<file path="config.mk">
export PLATFORM = sky130hd
export DESIGN_NAME = servo_joint_jog_controller_flat
export DESIGN_NICKNAME = d
export VERILOG_FILES = /design/src/design/sjjc_pkg.sv /design/src/design/sjjc_stream_if.sv /design/src/design/servo_joint_jog_controller.sv /design/src/flat_wrapper.sv
export SDC_FILE = /design/constraint.sdc
export NUM_CORES = 1
export LEC_CHECK = 0
export ABC_CLOCK_PERIOD_IN_PS = 9000
export BUFFER_PORTS_ARGS = -buffer_cell sky130_fd_sc_hd__clkbuf_2
export CORE_MARGIN = 5
export CORE_UTILIZATION = 60
export CTS_CLUSTER_SIZE = 10
export DETAILED_ROUTE_END_ITERATION = 8
export HOLD_SLACK_MARGIN = 0.08
export PLACE_DENSITY = 0.81
export SYNTH_ARGS = -nofsm -noshare
export SYNTH_HDL_FRONTEND = slang
export SYNTH_SLANG_ARGS = --single-unit
</file>
<file path="constraint.sdc">
create_clock -name clk -period 9 [get_ports clk]
set_input_delay 1.8 -clock clk [delete_from_list [all_inputs] [get_ports clk]]
set_output_delay 1.8 -clock clk [all_outputs]
set_load 0.01 [all_outputs]
</file>
<file path="src/design/sjjc_pkg.sv">
// types, constants and helpers shared by the servo joint jog controller
`timescale 1ns / 1ps

package sjjc_pkg;

    localparam int POS_W       = 7;
    localparam int PULSE_W     = 22;
    localparam int JOINT_OUT_W = 3;
    localparam int CODE_W      = 4;
    localparam int MASK_W      = 5;
    localparam int CFG_IDX_W   = 2;
    localparam int CFG_DATA_W  = 7;

    localparam int PULSE_STEP_NS = 20000;
    localparam int PULSE_BASE_NS = 1000000;

    localparam logic [POS_W-1:0]  POS_RESET       = 7'd50;
    localparam logic [POS_W-1:0]  POS_RESET_JOINT1 = 7'd28;
    localparam logic [MASK_W-1:0] INVERT_RESET    = 5'd18;
    localparam logic [POS_W-1:0]  POS_MIN_RESET   = 7'd0;
    localparam logic [POS_W-1:0]  POS_MAX_RESET   = 7'd100;

    localparam logic [CFG_IDX_W-1:0] REG_INVERT_MASK  = 2'd0;
    localparam logic [CFG_IDX_W-1:0] REG_POSITION_MIN = 2'd1;
    localparam logic [CFG_IDX_W-1:0] REG_POSITION_MAX = 2'd2;

    typedef enum logic [1:0] {
        DIR_STILL = 2'd0,
        DIR_FWD   = 2'd1,
        DIR_BACK  = 2'd2
    } dir_t;

    typedef struct packed {
        logic [CODE_W-1:0] joint_code;
        logic [1:0]        jog_direction;
    } tick_item_t;

    typedef struct packed {
        logic [JOINT_OUT_W-1:0] main_joint;
        logic [POS_W-1:0]       main_position;
        logic [PULSE_W-1:0]     main_pulse_ns;
        logic                   main_changed;
        logic                   partner_valid;
        logic [JOINT_OUT_W-1:0] partner_joint;
        logic [POS_W-1:0]       partner_position;
        logic [PULSE_W-1:0]     partner_pulse_ns;
        logic                   partner_changed;
    } result_item_t;

    // 20000 * pos + 1000000, kept to the pulse field width
    function automatic logic [PULSE_W-1:0] pulse_of(input logic [POS_W-1:0] pos);
        logic [PULSE_W-1:0] p;
        p = PULSE_W'(PULSE_STEP_NS) * PULSE_W'(pos) + PULSE_W'(PULSE_BASE_NS);
        return p;
    endfunction

endpackage

</file>
<file path="src/design/sjjc_stream_if.sv">
// valid/ready stream interface with a typed payload
`timescale 1ns / 1ps

interface sjjc_stream_if #(
    parameter type payload_t = logic
) ();
    logic     valid;
    logic     ready;
    payload_t data;

    modport source (output valid, output data, input ready);
    modport sink   (input valid, input data, output ready);
endinterface

</file>
<file path="src/design/servo_joint_jog_controller.sv">
// servo joint jog controller top level
// a result passes the decode register and then the result register before it is valid
// throughput: one tick per cycle unless stalled; the joint position registers are read and written in one pass
// a stalled result holds the pipe; a tick is still taken while the decode stage can move
// reset: pipeline empty, positions 50 (joint 1 at 28), invert mask 18, limits 0 and 100
`timescale 1ns / 1ps

module servo_joint_jog_controller #(
    parameter int NUM_JOINTS = 5
) (
    input  logic                              clk,
    input  logic                              rst_n,
    sjjc_stream_if.sink                       tick,
    sjjc_stream_if.source                     result,
    input  logic                              cfg_we,
    input  logic [sjjc_pkg::CFG_IDX_W-1:0]    cfg_index,
    input  logic [sjjc_pkg::CFG_DATA_W-1:0]   cfg_data
);
    import sjjc_pkg::*;

    localparam int JW = (NUM_JOINTS > 1) ? $clog2(NUM_JOINTS) : 1;
    localparam logic [JW-1:0] LAST_JOINT = JW'(NUM_JOINTS - 1);
    localparam logic [JW-1:0] PREV_JOINT = JW'(NUM_JOINTS - 2);

    // {moved, new position}
    function automatic logic [POS_W:0] jog(input logic [POS_W-1:0] p, input dir_t d,
                                           input logic [POS_W-1:0] lo,
                                           input logic [POS_W-1:0] hi);
        logic [POS_W:0] r;
        r = {1'b0, p};
        if (d == DIR_FWD && p < hi)
            r = {1'b1, p + 7'd1};
        else if (d == DIR_BACK && p > lo)
            r = {1'b1, p - 7'd1};
        return r;
    endfunction

    logic [MASK_W-1:0] invert_mask_reg;
    logic [POS_W-1:0]  pos_min_reg;
    logic [POS_W-1:0]  pos_max_reg;
    logic [POS_W-1:0]  pos_reg  [NUM_JOINTS];
    logic [POS_W-1:0]  pos_next [NUM_JOINTS];

    logic              s1_valid_reg;
    logic [JW-1:0]     s1_joint_reg;
    dir_t              s1_dir_reg;
    logic [JW-1:0]     s1_joint_next;
    dir_t              s1_dir_next;

    logic              out_valid_reg;
    result_item_t      out_reg;
    result_item_t      out_next;

    logic              adv;
    logic              take;
    logic              coupled;
    logic [JW-1:0]     other;
    logic [POS_W:0]    main_step;
    logic [POS_W:0]    part_step;
    dir_t              other_dir;

    assign adv        = s1_valid_reg && (!out_valid_reg || result.ready);
    assign tick.ready = !s1_valid_reg || adv;
    assign take       = tick.valid && tick.ready;

    assign result.valid = out_valid_reg;
    assign result.data  = out_reg;

    // decode: joint = 15 - code, clamped; direction flipped by the mask
    always_comb
    begin
        logic [CODE_W:0] raw;
        logic [4:0]      j5;
        logic            inv;
        dir_t            d;
        raw = {1'b0, ~tick.data.joint_code};
        if (raw >= (CODE_W+1)'(NUM_JOINTS))
            raw = (CODE_W+1)'(NUM_JOINTS - 1);
        s1_joint_next = JW'(raw);
        j5  = 5'(raw);
        inv = (j5 < 5'd5) && invert_mask_reg[j5[2:0]];
        case (tick.data.jog_direction)
            DIR_FWD:  d = inv ? DIR_BACK : DIR_FWD;
            DIR_BACK: d = inv ? DIR_FWD : DIR_BACK;
            default:  d = DIR_STILL;
        endcase
        s1_dir_next = d;
    end

    always_comb
    begin
        logic [POS_W-1:0] p_other;
        coupled = (s1_joint_reg == LAST_JOINT) || (s1_joint_reg == PREV_JOINT);
        other   = (s1_joint_reg == LAST_JOINT) ? PREV_JOINT : LAST_JOINT;
        p_other = (s1_joint_reg == LAST_JOINT) ? pos_reg[NUM_JOINTS-2]
                                               : pos_reg[NUM_JOINTS-1];
        case (s1_dir_reg)
            DIR_FWD:  other_dir = DIR_BACK;
            DIR_BACK: other_dir = DIR_FWD;
            default:  other_dir = DIR_STILL;
        endcase
        main_step = jog(pos_reg[s1_joint_reg], s1_dir_reg, pos_min_reg, pos_max_reg);
        part_step = jog(p_other, other_dir, pos_min_reg, pos_max_reg);

        out_next.main_joint    = JOINT_OUT_W'(s1_joint_reg);
        out_next.main_position = main_step[POS_W-1:0];
        out_next.main_pulse_ns = pulse_of(main_step[POS_W-1:0]);
        out_next.main_changed  = main_step[POS_W];
        out_next.partner_valid = coupled;
        if (coupled)
        begin
            out_next.partner_joint    = JOINT_OUT_W'(other);
            out_next.partner_position = part_step[POS_W-1:0];
            out_next.partner_pulse_ns = pulse_of(part_step[POS_W-1:0]);
            out_next.partner_changed  = part_step[POS_W];
        end
        else
        begin
            out_next.partner_joint    = '0;
            out_next.partner_position = '0;
            out_next.partner_pulse_ns = '0;
            out_next.partner_changed  = 1'b0;
        end
    end

    always_comb
    begin
        for (int i = 0; i < NUM_JOINTS; i++)
        begin
            pos_next[i] = pos_reg[i];
            if (adv && s1_joint_reg == JW'(i))
                pos_next[i] = main_step[POS_W-1:0];
            else if (adv && coupled && other == JW'(i))
                pos_next[i] = part_step[POS_W-1:0];
        end
    end

    always_ff @(posedge clk or negedge rst_n)
    begin
        if (!rst_n)
        begin
            for (int i = 0; i < NUM_JOINTS; i++)
                pos_reg[i] <= (i == 1) ? POS_RESET_JOINT1 : POS_RESET;
            invert_mask_reg <= INVERT_RESET;
            pos_min_reg     <= POS_MIN_RESET;
            pos_max_reg     <= POS_MAX_RESET;
            s1_valid_reg    <= 1'b0;
            out_valid_reg   <= 1'b0;
        end
        else
        begin
            for (int i = 0; i < NUM_JOINTS; i++)
                pos_reg[i] <= pos_next[i];
            if (cfg_we)
            begin
                case (cfg_index)
                    REG_INVERT_MASK:  invert_mask_reg <= MASK_W'(cfg_data);
                    REG_POSITION_MIN: pos_min_reg     <= cfg_data;
                    REG_POSITION_MAX: pos_max_reg     <= cfg_data;
                    default:          ;
                endcase
            end
            if (tick.ready)
                s1_valid_reg <= tick.valid;
            if (adv)
                out_valid_reg <= 1'b1;
            else if (result.ready)
                out_valid_reg <= 1'b0;
        end
    end

    // payload registers
    always_ff @(posedge clk)
    begin
        if (take)
        begin
            s1_joint_reg <= s1_joint_next;
            s1_dir_reg   <= s1_dir_next;
        end
        if (adv)
            out_reg <= out_next;
    end

    a_stall_cause: assert property (@(posedge clk) disable iff (!rst_n)
        !tick.ready |-> (s1_valid_reg && out_valid_reg && !result.ready))
        else $error("tick stalled without a full pipe");

    a_main_pulse: assert property (@(posedge clk) disable iff (!rst_n)
        out_valid_reg |-> (out_reg.main_pulse_ns == pulse_of(out_reg.main_position)))
        else $error("main pulse does not match main position");

    a_partner_pair: assert property (@(posedge clk) disable iff (!rst_n)
        (out_valid_reg && out_reg.partner_valid) |->
            (out_reg.partner_joint != out_reg.main_joint &&
             (out_reg.partner_joint == JOINT_OUT_W'(LAST_JOINT) ||
              out_reg.partner_joint == JOINT_OUT_W'(PREV_JOINT))))
        else $error("partner joint outside the coupled pair");

    a_partner_clear: assert property (@(posedge clk) disable iff (!rst_n)
        (out_valid_reg && !out_reg.partner_valid) |->
            (out_reg.partner_position == '0 && out_reg.partner_pulse_ns == '0 &&
             !out_reg.partner_changed))
        else $error("partner fields set for an uncoupled joint");

    a_result_follows: assert property (@(posedge clk) disable iff (!rst_n)
        adv |=> out_valid_reg)
        else $error("result lost after decode stage moved");

endmodule

</file>
<file path="src/flat_wrapper.sv">
// flat-port wrapper written by rule: the top's interface ports become plain ports
module servo_joint_jog_controller_flat import sjjc_pkg::*;
#(
    parameter int NUM_JOINTS = 5
)
  (clk, rst_n, cfg_we, cfg_index, cfg_data, tick_valid, tick_data, tick_ready, result_valid, result_data, result_ready);
  sjjc_stream_if #(.payload_t(tick_item_t)) tick_i ();
  sjjc_stream_if #(.payload_t(result_item_t)) result_i ();
  input  logic clk;
  input  logic rst_n;
  input  logic cfg_we;
  input  logic [sjjc_pkg::CFG_IDX_W-1:0] cfg_index;
  input  logic [sjjc_pkg::CFG_DATA_W-1:0] cfg_data;
  input wire logic [$bits(tick_i.valid)-1:0] tick_valid;
  input wire logic [$bits(tick_i.data)-1:0] tick_data;
  output wire logic [$bits(tick_i.ready)-1:0] tick_ready;
  output wire logic [$bits(result_i.valid)-1:0] result_valid;
  output wire logic [$bits(result_i.data)-1:0] result_data;
  input wire logic [$bits(result_i.ready)-1:0] result_ready;
  assign tick_i.valid = tick_valid;
  assign tick_i.data = tick_data;
  assign tick_ready = tick_i.ready;
  assign result_valid = result_i.valid;
  assign result_data = result_i.data;
  assign result_i.ready = result_ready;
  servo_joint_jog_controller #(.NUM_JOINTS(NUM_JOINTS)) u_core (.clk(clk), .rst_n(rst_n), .tick(tick_i), .result(result_i), .cfg_we(cfg_we), .cfg_index(cfg_index), .cfg_data(cfg_data));
endmodule
</file>
---- Yosys cells after proc, flatten, opt, wreduce, memory -nomap -nowiden ----
Index checks and enable logic that the tools add are counted.
storage, ports and cells
  register bits ........................... 128
  output and inout bits ................... 69
  input port bits ......................... 20
  word-level logic and storage cells ...... 118
cells by class
  reduce and logical (&&, ||, !) cells .... 35
  bitwise gates (word level) .............. 2
  mux-type cells .......................... 28
  magnitude comparators ................... 8
  add/subtract/negate cells ............... 6
  equal/unequal tests ..................... 16
  multipliers ............................. 2
operators with widths
  kind                                                                    number
  7-bit 2-to-1 mux                                                        14
  22-bit by 20-bit adder with 22-bit output (second input constant)       2
  10-bit by 7-bit multiplier with 17-bit output (first input constant)    2
  8-bit 2-to-1 mux                                                        3
  7-bit binary-select mux with 3-bit select                               1
  1-bit logical AND                                                       18
  7-bit by 1-bit adder with 7-bit output (second input constant)          2
  7-bit > comparator                                                      2
  7-bit < comparator                                                      2
  7-bit by 1-bit subtractor with 7-bit output (second input constant)     2
  3-bit by 2-bit equality test with 1-bit output (second input constant)  4
  2-bit nonzero test                                                      6
  2-bit by 1-bit equality test with 1-bit output (second input constant)  4
  2-bit equality test (second input constant)                             4
  2-bit one-hot mux with 2 select lines                                   2
  3-bit by 1-bit equality test with 1-bit output (second input constant)  2
  3-bit equality test (second input constant)                             2
  3-bit zero test                                                         2
  2-bit AND reduction                                                     3
  4-bit by 3-bit >= comparator with 1-bit output (second input constant)  1
  4-bit >= comparator (second input constant)                             1
  3-bit by 4-bit < comparator with 1-bit output (second input constant)   1
  4-bit by 3-bit < comparator with 1-bit output (second input constant)   1
  2-bit 2-to-1 mux                                                        2
  other kinds (9)                                                         14

---- Depth between registers and ports, before layout ----
  word-level depth ........................ 10
  depth in mapped cells ................... 34
  depth with buffers taken out ............ 32

---- Least setup slack after synthesis ----
Ideal clock, no wire load.
  path kind ............................... flip-flop to flip-flop
  from .................................... reg u_core.s1_joint_reg[0]
  to ...................................... reg u_core.out_reg, in the netlist u_core.result.data[22], data pin
  cell stages (with the launch flop) ...... 31
  arrival time ............................ 7.141 ns
  setup time .............................. 0.265 ns
  data required time ...................... 8.735 ns
  period minus slack after synthesis ...... 7.406 ns
  setup slack ............................. 1.594 ns
  path buffers ............................ 2
  cell sequence ........................... edfxtp_1 > or3b_1 > buf_2 > buf_2 > mux2i_1 > inv_1 > ha_1 > a21oi_1 > a21oi_1 > a2111oi_1 > nand2_1 > or3_1 > o21ai_0 > xnor2_1 > inv_1 > ha_1 > ha_1 > inv_1 > fa_1 > inv_1 > fa_1 > ha_1 > or4_1 > o22ai_1 > o21ai_0 > a211oi_1 > nor3_1 > mux2i_1 > a21oi_1 > mux2i_1 > a211oi_2
on the way
  longest elaborated chain between the ends .. 8
  elaborated cells on any way between the ends .. 14
  classes of those cells .................. 3 x add/sub; 1 x mul; 2 x order compare; 2 x eq/ne; 3 x mux; 3 x reduce/logical
ends and longest elaborated chain
  item                                               RTL line                           text
  start, declared                                    servo_joint_jog_controller.sv:45   logic [JW-1:0] s1_joint_reg;
  start signal, assigned                             servo_joint_jog_controller.sv:177  s1_joint_reg <= s1_joint_next;
  3-bit equality test (*)                            servo_joint_jog_controller.sv:95   p_other = (s1_joint_reg == LAST_JOINT) ? pos_reg[NUM_JOINTS-2]
  7-bit 2-to-1 mux (*)                               servo_joint_jog_controller.sv:95
  7-bit > comparator                                 servo_joint_jog_controller.sv:33   else if (d == DIR_BACK && p > lo)
  1-bit logical AND                                  servo_joint_jog_controller.sv:33
  8-bit 2-to-1 mux                                   servo_joint_jog_controller.sv:33
  8-bit 2-to-1 mux (*)                               servo_joint_jog_controller.sv:31   if (d == DIR_FWD && p < hi)
  net u_core.part_step[4]                            servo_joint_jog_controller.sv:59   logic [POS_W:0] part_step;
  10-bit by 7-bit multiplier with 17-bit output (*)  sjjc_pkg.sv:53                     p = PULSE_W'(PULSE_STEP_NS) * PULSE_W'(pos) + PULSE_W'(PULSE_BASE_NS);
  22-bit by 20-bit adder with 22-bit output (*)      sjjc_pkg.sv:53
  end signal, assigned                               servo_joint_jog_controller.sv:181  out_reg <= out_next;
  end, declared                                      servo_joint_jog_controller.sv:51   result_item_t out_reg;
Mark *: on every way through the listed nets, which the timed path passes. The rest lies on a longest branch.
A chain may end at the register's enable or synchronous reset.

---- Worst setup path after layout ----
  from .................................... reg u_core.s1_joint_reg[1]
  to ...................................... reg u_core.out_reg, in the netlist u_core.result.data[22], data pin
The elaborated chain is that of the path after synthesis.

==> flow_summary.yaml <==
sta:
  period_share_pct: 91.5
  setup_viol: 0
  rsz0062_at_grt: "no"
  worst_slew_pin_slew_ps: 920
  fin_skew_ps: 8.50
  fmax_mhz: 121
  slew_headroom_pct: 38.2
  period_needed_ps: 8230
  hold_viol: 0
  slew_violations: 0
  setup-tns-final_ps: 0
detailed_routing:
  drc_errors: 0
  wire_per_inst_um: 16.9
  drtAntennaViolNets: 0
  drt_pre_antenna_iters: 5
  viasPerCell: 5.80
  met2_length_mm: 8.98
  wl_met1_mm: 7.58
  highest_layer: "met4"
  drt_wl_total_mm: 18.1
  vias: 6237
  drtIter0Drc: 434
  wl_met3_mm: 1.20
critical_path:
  crit_path_max_incr_delay_ps: 660
  cp_max_fo: 13
  critPathLaunchType: "register"
  end_kind: "register"
  worstPathArrival_ps: 8500
  worstPathRequired_ps: 9270
  critPathKind: "register to register"
  slowest_stage: "or3b_1"
placement:
  gp_congestion: 0.901
  portBuffers: 78
  dp_cells: 1043
  dpl.hpwl_mm: 13.4
  place_area_sq_um: 8790
grt:
  grt_util_all_layers_pct: 23.4
  grt_pass1_wl_mm: 30.5
  grt_overflow_total: 0
  grt_pass1_vias: 6191
  grt_max_degree: 57
  antenna_found_initial: 0
die:
  die_x_um: 127
  num_rows: 42
  start_util_pct: 61.7
  die_y_um: 127
  ioPinCount: 89
  die_area_sq_um: 16200
  core_region_area_sq_um: 13300
clocking:
  numCtsBuffers: 17
  cts.clk_slew.worst_paths_ps: 50
  clock_tree.root_cell: "clkbuf_16"
  insertion_delay_ps: 420
  h-tree-depth: 4
  cts_tree: "done"
  clock-sinks: 115
  clockBufferDepth: 2
synthesis:
  async_flop_share_pct: 48.7
  synth_cells: 798
  yosysUniqueCellTypes: 69
  synth_area_sq_um: 8230
  yosys_warnings: 0
  syn_area_per_cell_sq_um: 10.3
  yosysSeqAreaShare_pct: 38.9
  synth_edf_count: 59
  synthFlopType: "edfxtp_1"
  ys_ff_latch: 115
finish:
  n_fill_cell: 996
  finalNetCount: 1020
  largest_register_ffs: 54
  regArea_sq_um: 3200
  n_antenna_cell: 0
  drive_gt1_share_pct: 20.6
  design_area_sq_um: 9440
  syn_to_final_growth_pct: 14.7
  final_cell_count_no_fill: 1075
  multiInputGateArea_sq_um: 4610
power_and_ir_drop:
  power_density_nw_per_um2: 387
  vdd_ir_drop_max_mv: 0.288
  p_leak_nw: 4.58
  finalPower_mw: 3.65
min_path:
  hold_class: "register to register"
status:
  status: "complete, no violations"
flow_run:
  max-cap-violations: 0
path summary, 6_finish.rpt:
check,start,end,slack (ps),depth (start not counted)
worst min-delay path,u_core.pos_reg[21],u_core.pos_reg[21],480,2
worst min register to register,u_core.pos_reg[21],u_core.pos_reg[21],480,2
min in group asynchronous,rst_n,u_core.pos_min_reg[6],1490,2
worst max register to register,u_core.s1_joint_reg[1],u_core.result.data[22],770,29
worst max-delay path,u_core.s1_joint_reg[1],u_core.result.data[22],770,29
max in group asynchronous,rst_n,u_core.pos_reg[2],7020,2
cells in the mapped netlist, drive strengths merged (9+ instances only):
| cell | count | area, sq um |
|---|---|---|
| mux2 | 20 | 225 |
| fa | 13 | 260 |
| nand2 | 63 | 236 |
| nor3 | 16 | 80.1 |
| a21o | 10 | 75.1 |
| inv | 76 | 285 |
| nor2 | 63 | 236 |
| xor2 | 14 | 123 |
| buf | 19 | 128 |
| nand3 | 15 | 75.1 |
| dfstp | 20 | 526 |
| xnor2 | 41 | 374 |
| edfxtp | 59 | 1770 |
| o21ai | 41 | 205 |
| ha | 101 | 1260 |
| clkbuf | 11 | 41.3 |
| mux2i | 13 | 130 |
| dfrtp | 36 | 901 |
| a21oi | 33 | 180 |
| a22oi | 14 | 105 |
| and2 | 9 | 58.8 |
| nand2b | 15 | 93.8 |
power by group:
part	internal, mW	total (mW)	switching, mW	leakage [nW]
Clock	0.475	0.722	0.247	0.313
Sequential	0.784	0.869	0.0845	1.24
Combinational	0.881	2.06	1.18	3.03
cell families after synthesis:
logic type               Yosys count  share of synthesized area [%]
AND/OR/NAND/NOR                  220                           12.7
AO/OA/AOI/OAI                    145                           11.8
adder cells (fa/ha/maj)          115                           18.6
flip-flops                       115                           38.9
buffers and inverters            107                           5.63
XOR/XNOR                          55                           6.04
multiplexers                      40                           6.23
other                              1                         0.0456
layout make-up:
| cell class | instances | share of cell area, % |
|---|---|---|
| clock inverters | 11 | 1.56 |
| repair buffers | 90 | 5.09 |
| flip-flops and latches | 115 | 33.9 |
| multi-input cells | 585 | 48.8 |
| well taps | 176 | 2.33 |
| clock buffers | 21 | 5.22 |
| inverters | 77 | 3.11 |
timing repair:
action,4_1_cts,5_1_grt
gates resized for setup,0,1
setup endpoints to repair,0,1
hold buffers,0,0
setup buffers,0,0
stage by stage:
step / setup WS (ps) / util (%) / hold WS (ps)
floorplan: 1590 / - / 441
global placement: 1060 / 65.9 / 464
detailed placement: 709 / 65.9 / 471
CTS: 603 / 70.7 / 484
global route: 107 / 70.7 / 502
finish: 766 / 70.7 / 481
critical path: cells and delay by family (launching register included):
kind,cells,cell delay [ps]
flip-flops,1,350
AO/OA/AOI/OAI,8,1640
adder cells (fa/ha/maj),6,2150
XOR/XNOR,1,240
buffers and inverters,5,660
AND/OR/NAND/NOR,6,2300
multiplexers,3,760
layout by cell type, fill, tap and decap left out, types with 12 or more instances in the layout:
master,Yosys,final
nor3_1,16,16
clkbuf_2,0,78
mux2i_1,13,13
a21oi_1,31,31
inv_1,74,73
edfxtp_1,59,59
a22oi_1,14,14
dfrtp_1,36,36
buf_4,13,12
xnor2_1,39,39
dfstp_2,20,20
nor2_1,63,63
xor2_1,14,14
mux2_2,20,20
nand3_1,15,15
nand2_1,63,63
nand2b_1,15,15
o21ai_0,37,37
clkbuf_16,0,19
fa_1,13,13
ha_1,101,101
per-layer routing:
layer | vias to the layer above | global-route usage [%]
met2 | 221 | 39.6
met4 | 0 | 8.33
met3 | 41 | 4.97
met1 | 2984 | 29.9
met5 | - | 0
li1 | 2991 | -
(Power assumes the default switching activity.)
